### src/hdl/scma_pkg.sv
// ---------------------------------------------------------------------------
// scma_pkg
// Widths, calibration constants and lane control type for the averager.
// ---------------------------------------------------------------------------
package scma_pkg;

	localparam int CH       = 6;
	localparam int SAMPLE_W = 12;
	localparam int FORCE_W  = 25;
	localparam int GAIN_W   = 16;
	localparam int OFFS_W   = 16;

	// Ring length; any value from 1 to 256
	localparam int WINDOW = 16;

	localparam int LOG_W  = $clog2(WINDOW);
	localparam int POS_W  = (WINDOW > 1) ? $clog2(WINDOW) : 1;
	localparam int SUM_W  = SAMPLE_W + LOG_W;
	localparam int PROD_W = SUM_W + GAIN_W;
	// Product after the fixed divide by 256
	localparam int X_W    = PROD_W - 8;
	// Exact reciprocal for floor(x / WINDOW) over all x below 2**X_W
	localparam int K_SH   = X_W + LOG_W;
	localparam int M_W    = X_W + 2;
	localparam int T_W    = X_W + M_W;
	localparam int Q_W    = T_W - K_SH;
	localparam longint unsigned RECIP_FULL =
		((64'd1 << K_SH) + 64'(WINDOW) - 64'd1) / 64'(WINDOW);
	localparam logic [M_W-1:0] RECIP = M_W'(RECIP_FULL);

	typedef logic [SAMPLE_W-1:0]       sample_t;
	typedef logic signed [FORCE_W-1:0] force_t;
	typedef logic [GAIN_W-1:0]         gain_t;
	typedef logic [OFFS_W-1:0]         offs_t;

	// Gains in Q16, offsets in Q8
	localparam gain_t GAIN [CH] = '{
		16'd35062, 16'd6914, 16'd11036, 16'd28869, 16'd4705, 16'd17983
	};
	localparam offs_t OFFSET [CH] = '{
		16'd16370, 16'd1019, 16'd6295, 16'd2242, 16'd5082, 16'd33485
	};

	// Bounds of any force the arithmetic can produce
	localparam force_t FORCE_MIN = -25'sd33485;
	localparam force_t FORCE_MAX = 25'sd560854;

	typedef struct packed {
		logic             accept;
		logic             en2;
		logic             en3;
		logic [POS_W-1:0] wr_addr;
		logic [POS_W-1:0] rd_addr;
		logic             old_valid;
		logic             byp;
	} lane_ctrl_t;

endpackage

### src/hdl/scma_if.sv
// ---------------------------------------------------------------------------
// scma_in_if / scma_out_if
// Valid/ready channels for sample sets and calibrated force sets.
// ---------------------------------------------------------------------------
interface scma_in_if import scma_pkg::*; ();
	logic    valid;
	logic    ready;
	sample_t drag_front_sample;
	sample_t drag_back_sample;
	sample_t lift_up_sample;
	sample_t lift_down_sample;
	sample_t side_left_sample;
	sample_t side_right_sample;

	modport source (output valid, output drag_front_sample, output drag_back_sample,
		output lift_up_sample, output lift_down_sample, output side_left_sample,
		output side_right_sample, input ready);
	modport sink (input valid, input drag_front_sample, input drag_back_sample,
		input lift_up_sample, input lift_down_sample, input side_left_sample,
		input side_right_sample, output ready);
endinterface

interface scma_out_if import scma_pkg::*; ();
	logic   valid;
	logic   ready;
	force_t drag_front_force;
	force_t drag_back_force;
	force_t lift_up_force;
	force_t lift_down_force;
	force_t side_left_force;
	force_t side_right_force;

	modport source (output valid, output drag_front_force, output drag_back_force,
		output lift_up_force, output lift_down_force, output side_left_force,
		output side_right_force, input ready);
	modport sink (input valid, input drag_front_force, input drag_back_force,
		input lift_up_force, input lift_down_force, input side_left_force,
		input side_right_force, output ready);
endinterface

### src/hdl/scma_ram.sv
// ---------------------------------------------------------------------------
// scma_ram
// Generic single-write, single-read RAM with registered read data.
// ---------------------------------------------------------------------------
module scma_ram #(
	parameter int WIDTH = 8,
	parameter int DEPTH = 16,
	localparam int AW   = (DEPTH > 1) ? $clog2(DEPTH) : 1
) (
	input  logic             clk,
	input  logic             we,
	input  logic [AW-1:0]    waddr,
	input  logic [WIDTH-1:0] wdata,
	input  logic [AW-1:0]    raddr,
	output logic [WIDTH-1:0] rdata
);

	logic [WIDTH-1:0] mem [DEPTH];

	// Write port and registered read port
	always_ff @(posedge clk) begin
		if (we) begin
			mem[waddr] <= wdata;
		end
		rdata <= mem[raddr];
	end

endmodule

### src/hdl/scma_ctrl.sv
// ---------------------------------------------------------------------------
// scma_ctrl
// Shared ring position, entry valid bits and pipeline stage control.
// ---------------------------------------------------------------------------
module scma_ctrl import scma_pkg::*; (
	input  logic       clk,
	input  logic       arst_n,
	input  logic       in_valid,
	output logic       in_ready,
	input  logic       o_take,
	output logic       v3,
	output lane_ctrl_t lane_ctrl
);

	logic [POS_W-1:0]  pos_q;
	logic [POS_W-1:0]  pos_next;
	logic [WINDOW-1:0] valid_q;
	logic              v1_q;
	logic              v2_q;
	logic              v3_q;
	logic              byp_q;
	logic              en1;
	logic              en2;
	logic              en3;
	logic              accept;
	logic [POS_W-1:0]  rd_addr;

	// Stage enables: a stage moves when it is empty or the next one moves
	assign en3      = !v3_q || o_take;
	assign en2      = !v2_q || en3;
	assign en1      = !v1_q || en2;
	assign in_ready = en1;
	assign accept   = in_valid && en1;
	assign v3       = v3_q;

	// Wrap the write position
	assign pos_next = (pos_q == POS_W'(WINDOW - 1)) ? '0 : pos_q + POS_W'(1);
	// Prefetch the entry the next transaction will overwrite
	assign rd_addr  = accept ? pos_next : pos_q;

	always_comb begin
		lane_ctrl.accept    = accept;
		lane_ctrl.en2       = en2;
		lane_ctrl.en3       = en3;
		lane_ctrl.wr_addr   = pos_q;
		lane_ctrl.rd_addr   = rd_addr;
		lane_ctrl.old_valid = valid_q[pos_q];
		lane_ctrl.byp       = byp_q;
	end

	// Advance position, mark written entries, move stage valids
	always_ff @(posedge clk or negedge arst_n) begin
		if (!arst_n) begin
			pos_q   <= '0;
			valid_q <= '0;
			v1_q    <= 1'b0;
			v2_q    <= 1'b0;
			v3_q    <= 1'b0;
			byp_q   <= 1'b0;
		end else begin
			byp_q <= accept && (rd_addr == pos_q);
			if (accept) begin
				pos_q          <= pos_next;
				valid_q[pos_q] <= 1'b1;
			end
			if (en1) begin
				v1_q <= accept;
			end
			if (en2) begin
				v2_q <= v1_q;
			end
			if (en3) begin
				v3_q <= v2_q;
			end
		end
	end

endmodule

### src/hdl/scma_lane.sv
// ---------------------------------------------------------------------------
// scma_lane
// One channel: sample ring, running sum, gain multiply and scaling.
// ---------------------------------------------------------------------------
module scma_lane import scma_pkg::*; (
	input  logic       clk,
	input  logic       arst_n,
	input  lane_ctrl_t lane_ctrl,
	input  sample_t    sample,
	input  gain_t      gain,
	input  offs_t      offset,
	output force_t     force_val
);

	sample_t           rdata;
	sample_t           byp_data_q;
	sample_t           old;
	logic [SUM_W-1:0]  sum_q;
	logic [PROD_W-1:0] prod_s2;
	logic [T_W-1:0]    t_s3;
	logic [X_W-1:0]    x;
	logic [Q_W-1:0]    quot;

	scma_ram #(
		.WIDTH(SAMPLE_W),
		.DEPTH(WINDOW)
	) u_ram (
		.clk  (clk),
		.we   (lane_ctrl.accept),
		.waddr(lane_ctrl.wr_addr),
		.wdata(sample),
		.raddr(lane_ctrl.rd_addr),
		.rdata(rdata)
	);

	// Pick the sample leaving the window; unwritten entries count as zero
	always_comb begin
		if (!lane_ctrl.old_valid) begin
			old = '0;
		end else if (lane_ctrl.byp) begin
			old = byp_data_q;
		end else begin
			old = rdata;
		end
	end

	// Update the running sum on each accepted transaction
	always_ff @(posedge clk or negedge arst_n) begin
		if (!arst_n) begin
			sum_q <= '0;
		end else if (lane_ctrl.accept) begin
			sum_q <= sum_q - SUM_W'(old) + SUM_W'(sample);
		end
	end

	// Hold the last written sample for a read of the same entry
	always_ff @(posedge clk) begin
		if (lane_ctrl.accept) begin
			byp_data_q <= sample;
		end
	end

	// Scale: sum * gain, then floor divide by 256 * WINDOW
	assign x = prod_s2[PROD_W-1:8];

	always_ff @(posedge clk) begin
		if (lane_ctrl.en2) begin
			prod_s2 <= PROD_W'(sum_q) * PROD_W'(gain);
		end
		if (lane_ctrl.en3) begin
			t_s3 <= T_W'(x) * T_W'(RECIP);
		end
	end

	// Remove the offset
	assign quot      = t_s3[T_W-1:K_SH];
	assign force_val = force_t'({{(FORCE_W - Q_W){1'b0}}, quot}) - force_t'(offset);

endmodule

### src/hdl/scma_merge.sv
// ---------------------------------------------------------------------------
// scma_merge
// Output register that gathers the six lane results into one transaction.
// ---------------------------------------------------------------------------
module scma_merge import scma_pkg::*; (
	input  logic       clk,
	input  logic       arst_n,
	input  logic       v3,
	input  force_t     force_lane [CH],
	output logic       o_take,
	scma_out_if.source forces
);

	logic   ov_q;
	force_t force_q [CH];

	assign o_take = !ov_q || forces.ready;

	// Load a new result set whenever the register is free or being drained
	always_ff @(posedge clk or negedge arst_n) begin
		if (!arst_n) begin
			ov_q <= 1'b0;
		end else if (o_take) begin
			ov_q <= v3;
		end
	end

	always_ff @(posedge clk) begin
		if (o_take && v3) begin
			force_q <= force_lane;
		end
	end

	assign forces.valid            = ov_q;
	assign forces.drag_front_force = force_q[0];
	assign forces.drag_back_force  = force_q[1];
	assign forces.lift_up_force    = force_q[2];
	assign forces.lift_down_force  = force_q[3];
	assign forces.side_left_force  = force_q[4];
	assign forces.side_right_force = force_q[5];

endmodule

### src/hdl/six_channel_moving_average_calibrate.sv
// ---------------------------------------------------------------------------
// six_channel_moving_average_calibrate
// Boxcar average of six load-cell channels with per-channel gain and offset.
//
//   channel   direction   payload                    handshake
//   samples   in          six 12-bit ADC counts      valid / ready
//   forces    out         six 25-bit signed, Q8      valid / ready
//
// One transaction per cycle is accepted while ready is high; the running sum
// updates at the accepting edge and the result then passes the gain multiply,
// reciprocal multiply and output registers in that order.
// Reset clears ring valid bits, sums and position; no clearing pass needed.
// Ready drops only when all four stages hold results and forces is stalled.
// ---------------------------------------------------------------------------
module six_channel_moving_average_calibrate import scma_pkg::*; (
	input  logic       clk,
	input  logic       arst_n,
	scma_in_if.sink    samples,
	scma_out_if.source forces
);

	lane_ctrl_t lane_ctrl;
	logic       o_take;
	logic       v3;
	sample_t    samp [CH];
	force_t     force_lane [CH];

	assign samp[0] = samples.drag_front_sample;
	assign samp[1] = samples.drag_back_sample;
	assign samp[2] = samples.lift_up_sample;
	assign samp[3] = samples.lift_down_sample;
	assign samp[4] = samples.side_left_sample;
	assign samp[5] = samples.side_right_sample;

	scma_ctrl u_ctrl (
		.clk      (clk),
		.arst_n   (arst_n),
		.in_valid (samples.valid),
		.in_ready (samples.ready),
		.o_take   (o_take),
		.v3       (v3),
		.lane_ctrl(lane_ctrl)
	);

	// One lane per load cell
	for (genvar i = 0; i < CH; i++) begin : g_lane
		scma_lane u_lane (
			.clk      (clk),
			.arst_n   (arst_n),
			.lane_ctrl(lane_ctrl),
			.sample   (samp[i]),
			.gain     (GAIN[i]),
			.offset   (OFFSET[i]),
			.force_val(force_lane[i])
		);
	end

	scma_merge u_merge (
		.clk       (clk),
		.arst_n    (arst_n),
		.v3        (v3),
		.force_lane(force_lane),
		.o_take    (o_take),
		.forces    (forces)
	);

endmodule

### src/flat_wrapper.sv
// flat-port wrapper written by rule: the top's interface ports become plain ports
module six_channel_moving_average_calibrate_flat import scma_pkg::*;
  (clk, arst_n, samples_valid, samples_drag_front_sample, samples_drag_back_sample, samples_lift_up_sample, samples_lift_down_sample, samples_side_left_sample, samples_side_right_sample, samples_ready, forces_valid, forces_drag_front_force, forces_drag_back_force, forces_lift_up_force, forces_lift_down_force, forces_side_left_force, forces_side_right_force, forces_ready);
  scma_in_if samples_i ();
  scma_out_if forces_i ();
  input  logic clk;
  input  logic arst_n;
  input wire logic [$bits(samples_i.valid)-1:0] samples_valid;
  input wire logic [$bits(samples_i.drag_front_sample)-1:0] samples_drag_front_sample;
  input wire logic [$bits(samples_i.drag_back_sample)-1:0] samples_drag_back_sample;
  input wire logic [$bits(samples_i.lift_up_sample)-1:0] samples_lift_up_sample;
  input wire logic [$bits(samples_i.lift_down_sample)-1:0] samples_lift_down_sample;
  input wire logic [$bits(samples_i.side_left_sample)-1:0] samples_side_left_sample;
  input wire logic [$bits(samples_i.side_right_sample)-1:0] samples_side_right_sample;
  output wire logic [$bits(samples_i.ready)-1:0] samples_ready;
  output wire logic [$bits(forces_i.valid)-1:0] forces_valid;
  output wire logic [$bits(forces_i.drag_front_force)-1:0] forces_drag_front_force;
  output wire logic [$bits(forces_i.drag_back_force)-1:0] forces_drag_back_force;
  output wire logic [$bits(forces_i.lift_up_force)-1:0] forces_lift_up_force;
  output wire logic [$bits(forces_i.lift_down_force)-1:0] forces_lift_down_force;
  output wire logic [$bits(forces_i.side_left_force)-1:0] forces_side_left_force;
  output wire logic [$bits(forces_i.side_right_force)-1:0] forces_side_right_force;
  input wire logic [$bits(forces_i.ready)-1:0] forces_ready;
  assign samples_i.valid = samples_valid;
  assign samples_i.drag_front_sample = samples_drag_front_sample;
  assign samples_i.drag_back_sample = samples_drag_back_sample;
  assign samples_i.lift_up_sample = samples_lift_up_sample;
  assign samples_i.lift_down_sample = samples_lift_down_sample;
  assign samples_i.side_left_sample = samples_side_left_sample;
  assign samples_i.side_right_sample = samples_side_right_sample;
  assign samples_ready = samples_i.ready;
  assign forces_valid = forces_i.valid;
  assign forces_drag_front_force = forces_i.drag_front_force;
  assign forces_drag_back_force = forces_i.drag_back_force;
  assign forces_lift_up_force = forces_i.lift_up_force;
  assign forces_lift_down_force = forces_i.lift_down_force;
  assign forces_side_left_force = forces_i.side_left_force;
  assign forces_side_right_force = forces_i.side_right_force;
  assign forces_i.ready = forces_ready;
  six_channel_moving_average_calibrate u_core (.clk(clk), .arst_n(arst_n), .samples(samples_i), .forces(forces_i));
endmodule
### config.mk
export PLATFORM = sky130hd
export DESIGN_NAME = six_channel_moving_average_calibrate_flat
export DESIGN_NICKNAME = d
export VERILOG_FILES = /design/src/hdl/scma_pkg.sv /design/src/hdl/scma_if.sv /design/src/hdl/scma_ram.sv /design/src/hdl/scma_ctrl.sv /design/src/hdl/scma_lane.sv /design/src/hdl/scma_merge.sv /design/src/hdl/six_channel_moving_average_calibrate.sv /design/src/flat_wrapper.sv
export SDC_FILE = /design/constraint.sdc
export NUM_CORES = 2
export LEC_CHECK = 0
export BUFFER_PORTS_ARGS = -buffer_cell sky130_fd_sc_hd__buf_2
export CAP_MARGIN = 20
export CORE_ASPECT_RATIO = 0.75
export CORE_MARGIN = 3
export CORE_UTILIZATION = 60
export CTS_BUF_LIST = sky130_fd_sc_hd__clkbuf_16
export CTS_CLUSTER_DIAMETER = 50
export CTS_CLUSTER_SIZE = 28
export DETAILED_ROUTE_END_ITERATION = 6
export GPL_TIMING_DRIVEN = 0
export PLACE_DENSITY = 0.77
export SETUP_SLACK_MARGIN = 0.15
export SLEW_MARGIN = 40
export SYNTH_ARGS = -nofsm -noshare
export SYNTH_HDL_FRONTEND = slang
export SYNTH_SLANG_ARGS = --single-unit
### constraint.sdc
create_clock -name clk -period 23.3 [get_ports clk]
set_input_delay 4.66 -clock clk [delete_from_list [all_inputs] [get_ports clk]]
set_output_delay 4.66 -clock clk [all_outputs]
set_load 0.005 [all_outputs]
**After elaboration in Yosys (flattened, before gate mapping)**

Memory sizes are Yosys's and may differ from the RTL's. A register that Yosys moved wholly into a read port is not among the register bits.
Cells that the tools add are included.

- Flip-flop bits (word level): 675
- Latch bits: 0
- Bits in writable memories: 1152
- Memory bits (read-only): 0
- Input bits: 76
- Memories kept: 6

Memory list:

| name | words | width | read ports | clocked after memory_dff | write ports | line | text |
|---|---|---|---|---|---|---|---|
| u_core.g_lane[0].u_lane.u_ram.mem | 16 | 12 | 1 | 1 | 1 | scma_ram.sv:18 | `logic [WIDTH-1:0] mem [DEPTH];` |
| u_core.g_lane[1].u_lane.u_ram.mem | 16 | 12 | 1 | 1 | 1 | scma_ram.sv:18 |  |
| u_core.g_lane[2].u_lane.u_ram.mem | 16 | 12 | 1 | 1 | 1 | scma_ram.sv:18 |  |
| u_core.g_lane[3].u_lane.u_ram.mem | 16 | 12 | 1 | 1 | 1 | scma_ram.sv:18 |  |
| u_core.g_lane[4].u_lane.u_ram.mem | 16 | 12 | 1 | 1 | 1 | scma_ram.sv:18 |  |
| u_core.g_lane[5].u_lane.u_ram.mem | 16 | 12 | 1 | 1 | 1 | scma_ram.sv:18 |  |

- Add/subtract/negate cells: 19
- $mul: 6
- Div/mod/pow operators: 0
- Order comparisons: 2
- Equal/unequal tests: 2
- Shift-type cells: 0
- Muxes and demuxes: 20
- Bitwise operators: 1
- Reduce and logical (&&, ||, !) cells: 12

Operators with widths:

| operator | count |
|---|---|
| $mux 12 | 12 |
| $add 16x12->16 | 6 |
| $sub 16x12->16 | 6 |
| $mul 16x15->31 const B | 3 |
| $mul 16x12->28 const B | 2 |
| $sub 20x13->21 const B | 2 |
| $mul 16x13->29 const B | 1 |
| $sub 20x10->21 const B | 1 |
| $sub 20x12->21 const B | 1 |
| $sub 20x14->21 const B | 1 |
| $sub 20x16->21 const B | 1 |
| $or 16x16->16 | 1 |
| $mux 4 | 2 |
| $lt 4x5->1 const B | 1 |
| $add 4x1->4 const B | 1 |
| $bmux 1 s4 | 1 |
| $demux 1 s4 | 1 |
| $eq 4x4->1 | 1 |
| $eq 4x4->1 const B | 1 |
| $ge 4x1->1 const B | 1 |
| $logic_and 1x1->1 | 4 |
| $logic_not 1->1 | 4 |
| $logic_or 1x1->1 | 4 |
| $mux 1 | 4 |

**Logic depth before layout (Yosys ltp)**

- Depth after elaboration: 9
- Mapped depth: 21

**By module**

From an unflattened synthesis, not the netlist that was laid out.

- Cells, all modules: 10200
- Area total of the unflattened synthesis: 125741.8 um^2

Modules (own cells, without submodules):

| module | instances | cells an instance | area an instance (um^2) | seq. area each (um^2) |
|---|---|---|---|---|
| scma_ram | 6 | 329 | 7599.8 | 6005.8 |
| scma_lane (u_core.g_lane[2].u_lane ...) | 2 | 1342 | 12488.2 | 1961.9 |
| scma_lane (u_core.g_lane[0].u_lane) | 1 | 1345 | 12470.7 | 1961.9 |
| scma_lane (u_core.g_lane[5].u_lane) | 1 | 1326 | 12433.2 | 1961.9 |
| scma_lane (u_core.g_lane[4].u_lane) | 1 | 1317 | 12275.5 | 1961.9 |
| scma_lane (u_core.g_lane[1].u_lane) | 1 | 1309 | 12270.5 | 1961.9 |
| scma_merge | 1 | 154 | 4558.1 | 4529.3 |
| scma_ctrl | 1 | 89 | 1151.1 | 600.6 |
| six_channel_moving_average_calibrate | 1 | 2 | 7.5 | 0.0 |

**Worst setup path after synthesis**

No wires, ideal clock.

- Kind: in2reg
- Start point: in forces_ready
- End point: reg u_core.u_ctrl.valid_q[3]
- Setup time: 0.095 ns
- Arrival time: 12.438 ns
- Data required time: 23.205 ns
- Setup slack: 10.767 ns
- Cell stages on the path: 8
- Buffers on the path: 1
- Cell sequence: nand4b_2 > or2_4 > nand2_4 > inv_2 > buf_2 > nand2_1 > nor3_1 > or2_2

- Longest elaborated chain between the ends: 5

RTL lines:

| item | line | text |
|---|---|---|
| start, declared | flat_wrapper.sv:23 | `input wire logic [$bits(forces_i.ready)-1:0] forces_ready;` |
| $logic_or 1x1->1 | scma_merge.sv:17 | `assign o_take = !ov_q \|\| forces.ready;` |
| $logic_or 1x1->1 | scma_ctrl.sv:29 | `assign en3 = !v3_q \|\| o_take;` |
| $logic_or 1x1->1 | scma_ctrl.sv:30 | `assign en2 = !v2_q \|\| en3;` |
| $logic_or 1x1->1 | scma_ctrl.sv:31 | `assign en1 = !v1_q \|\| en2;` |
| named net samples_ready | flat_wrapper.sv:15 | `output wire logic [$bits(samples_i.ready)-1:0] samples_ready;` |
| $logic_and 1x1->1 | scma_ctrl.sv:33 | `assign accept = in_valid && en1;` |
| end signal, assigned | scma_ctrl.sv:55 | `valid_q <= '0;` |
| end signal, assigned by index | scma_ctrl.sv:64 | `valid_q[pos_q] <= 1'b1;` |
| end, declared | scma_ctrl.sv:17 | `logic [WINDOW-1:0] valid_q;` |

The timed path passes the listed nets, and every way through them passes these cells.
A chain may end at the register's enable or synchronous reset.

==> run metrics <==
status=finished clean; Post-synth EDFFs=1570; Placer Congestion=0.886; crit path cell chain=buf_2 > nand4b_4 > buf_12 > buf_12 > buf_12 > or2_4 > buf_2; Worst Skew=0.0801 ns; Mapped Cells=6142; clk_lat worst skew=0.81 ns; Worst Setup End Kind=output port; Die W=457 um; syn_nets=7368; CP Launch Type=primary input; final hold violation count=0; GR Overflow Total=0; clk sink count=1763; Slew @ Worst Pin=0.931 ns; clock root buffer=clkbuf_16; CTS resizes=0; number of core rows=123; Clock transition at path regs=0.08 ns; htree depth=3; Pins Over Slew Limit=0; Post-Synth Adder-Cell Area=0.189; ys async rst share=0.0686; Hold Crit Depth=0; # DRC=0; Critical Path Most Common Cell=buf_12; Worst Path Required=18.64 ns; Yosys warning count=0; post-synthesis xor/xnor area fraction=0.0229; Total Neg Setup Slack=0 ns; vias in the first global route=53800; path type of the worst min-delay path=register to register; top post-synthesis cells by area=edfxtp_1 52%, ha_1 10%, fa_1 8.5%; pin count of the biggest net entering global routing=59; minimum clock period=10.63 ns; CP peak stage delay=0.26 ns; Setup-failing EPs final=0; sequential share of the synthesized area=0.564; first-pass GRT wire length=330 mm; Rel. slew slack=0.380; largest family of logic cells by synthesized area=adder cells; clk buf depth=3; Max Fclk=94.1 MHz; area of the mapped netlist=91500 um^2; Synth Area in Compound Gates=0.0580; RSZ-0062 raised after global routing=false; I/O pin cnt=228; antenna-violating nets left=0; Layout Nets=7864; post-DR vias/cell=6.11; TritonCTS clock tree=yes; HPWL Detailed=158 mm; TritonRoute pass-1 iters=6; initial antenna violation count=30; most frequent cell after synthesis=edfxtp_1; Iter 0 DRT Violations=6612; multiplexer area fraction after synthesis=0.0810; WP data arrival=5.97 ns; postcts setup bufs=0; area leader, netlist=edfxtp_1; slowest stage cell, crit path=or2_4; leading cell types by count after synthesis=1570 x edfxtp_1, 820 x inv_1, 760 x ha_1, 390 x fa_1, 292 x mux4_2; CORE AREA=151000 um^2; layout cells sized above 1=0.158; Syn Area/Cell=14.9 um^2; # port buffers=227; final worst path period share=0.456; area delta synth->final=11.4%; CTS Hold Bufs=0; count of different cell masters after synthesis=81; max_cap viols=0; Top FF cell, synth=edfxtp_1; Synth top area share=0.515; WS Path Type=primary input to output port; R2R cell count=21; Vias=53500; Die Area=157000 um^2; drt wl/cell=24.8 um; CTS buffer count=114; Initial Utilization=0.607; CP Max Fanout=32; Post-Synth Simple-Gate Area=0.0406; All-Layer GR Usage=0.280; Seq cells post-synth=1763; Die Y=344 um; final wirelength=217 mm
==> through the flow <==
step | cell area (um^2) | hold slack (ns) | setup WS [ns] | utilization | cells
6_report | 102000 | 0.401 | 12.67 | 0.676 | 8755
4_1_cts | 102000 | 0.413 | 12.66 | 0.676 | 8739
3_5_place_dp | 97700 | 0.405 | 12.66 | 0.648 | 8522
5_1_grt | 102000 | 0.413 | 12.62 | 0.676 | 8751
2_1_floorplan | 91500 | 0.400 | 10.77 | - | 6142
3_3_place_gp | 95100 | 0.401 | 3.53 | 0.631 | 8369
==> per-layer routing <==
metal	vias to the layer above	track usage	part of all wire
met4	4	0.0839	0.031
met3	424	0.0806	0.12
met1	26600	0.400	0.41
met2	2923	0.422	0.45
li1	23500	-	-
met5	-	0	0.000097
==> worst paths after layout <==
check                                               startpoint                                  end  slack (ns)
max                                               forces_ready                        samples_ready       12.67
max in group asynchronous                               arst_n    u_core.g_lane[0].u_lane.sum_q[15]       18.69
min                        u_core.g_lane[1].u_lane.prod_s2[21]     u_core.g_lane[1].u_lane.t_s3[37]        0.40
min in group asynchronous                               arst_n     u_core.g_lane[4].u_lane.sum_q[0]        3.65
max reg2reg                  u_core.g_lane[0].u_lane.sum_q[13]  u_core.g_lane[0].u_lane.prod_s2[30]       17.08
min reg2reg                u_core.g_lane[1].u_lane.prod_s2[21]     u_core.g_lane[1].u_lane.t_s3[37]        0.40
==> logic make-up (layout without fill, tap and decap cells) <==
family                   count (synthesis)  in the layout
other                                    1             17
flip-flops                            1763           1763
buffers and inverters                  997           1594
AO/OA/AOI/OAI                          808            808
multiplexers                           375            375
adder cells (fa/ha/maj)               1150           1150
AND/OR/NAND/NOR                        809            809
XOR/XNOR                               239            239
==> sequential cells by signal, summed over array words and instances (netlist names) <==
signal and flops:
u_core.u_ctrl.pos_q 4, u_core.u_merge.forces.lift_up_force 21, u_core.u_merge.forces.side_left_force 21, u_core.u_ctrl.v2_q 1, u_core.g_lane.u_lane.u_ram.mem 1152, u_core.g_lane.u_lane.prod_s2 110
u_core.u_merge.forces.side_right_force 21, u_core.g_lane.u_lane.t_s3 110, u_core.u_ctrl.v3 1, u_core.u_merge.forces.lift_down_force 21, u_core.u_merge.forces.drag_front_force 21, u_core.g_lane.u_lane.sum_q 96
u_core.g_lane.u_lane.u_ram.rdata 72, u_core.g_lane.u_lane.byp_data_q 72, u_core.u_ctrl.v1_q 1, u_core.u_ctrl.valid_q 16, u_core.u_merge.forces.drag_back_force 21, u_core.u_merge.forces.valid 1
u_core.u_ctrl.byp_q 1
==> cell type report <==
class                   count  area [um^2]
diodes                     16         40.0
plain buffers             175          988
clock buffers             116         2900
clock inverters           101         1270
fillers                  9872        48700
inverters                 822         3090
multi-input cells        3382        36000
flip-flops and latches   1763        51600
well taps                2000         2500
repair buffers            380         3510
==> critical path, delay by kind of cell <==
family / cells / cell delay [ns]
buffers and inverters: 5 / 0.84
and+or+nand+nor: 2 / 0.44
==> placed cells by master, fill, tap and decap left out, drive strengths merged, types with 22 or more instances in the layout <==
cell / synthesis / final
clkbuf: 91 / 208
clkinv: 1 / 32
nor3: 53 / 53
ha: 760 / 760
nand3: 52 / 52
nor2: 225 / 225
buf: 84 / 463
fa: 390 / 390
xnor2: 136 / 136
nand2b: 29 / 29
xor2: 103 / 103
nand2: 289 / 289
o21ai: 184 / 184
dfrtp: 121 / 121
mux4: 292 / 292
a31oi: 22 / 22
dfxtp: 72 / 72
edfxtp: 1570 / 1570
a21oi: 163 / 163
or2: 24 / 24
mux2i: 81 / 81
o21a: 42 / 42
a22oi: 146 / 146
inv: 821 / 879
o31ai: 23 / 23
a21o: 72 / 72
Power is not shown: default switching activity piles up to over one toggle a cycle in this logic, so the estimate is an artifact.
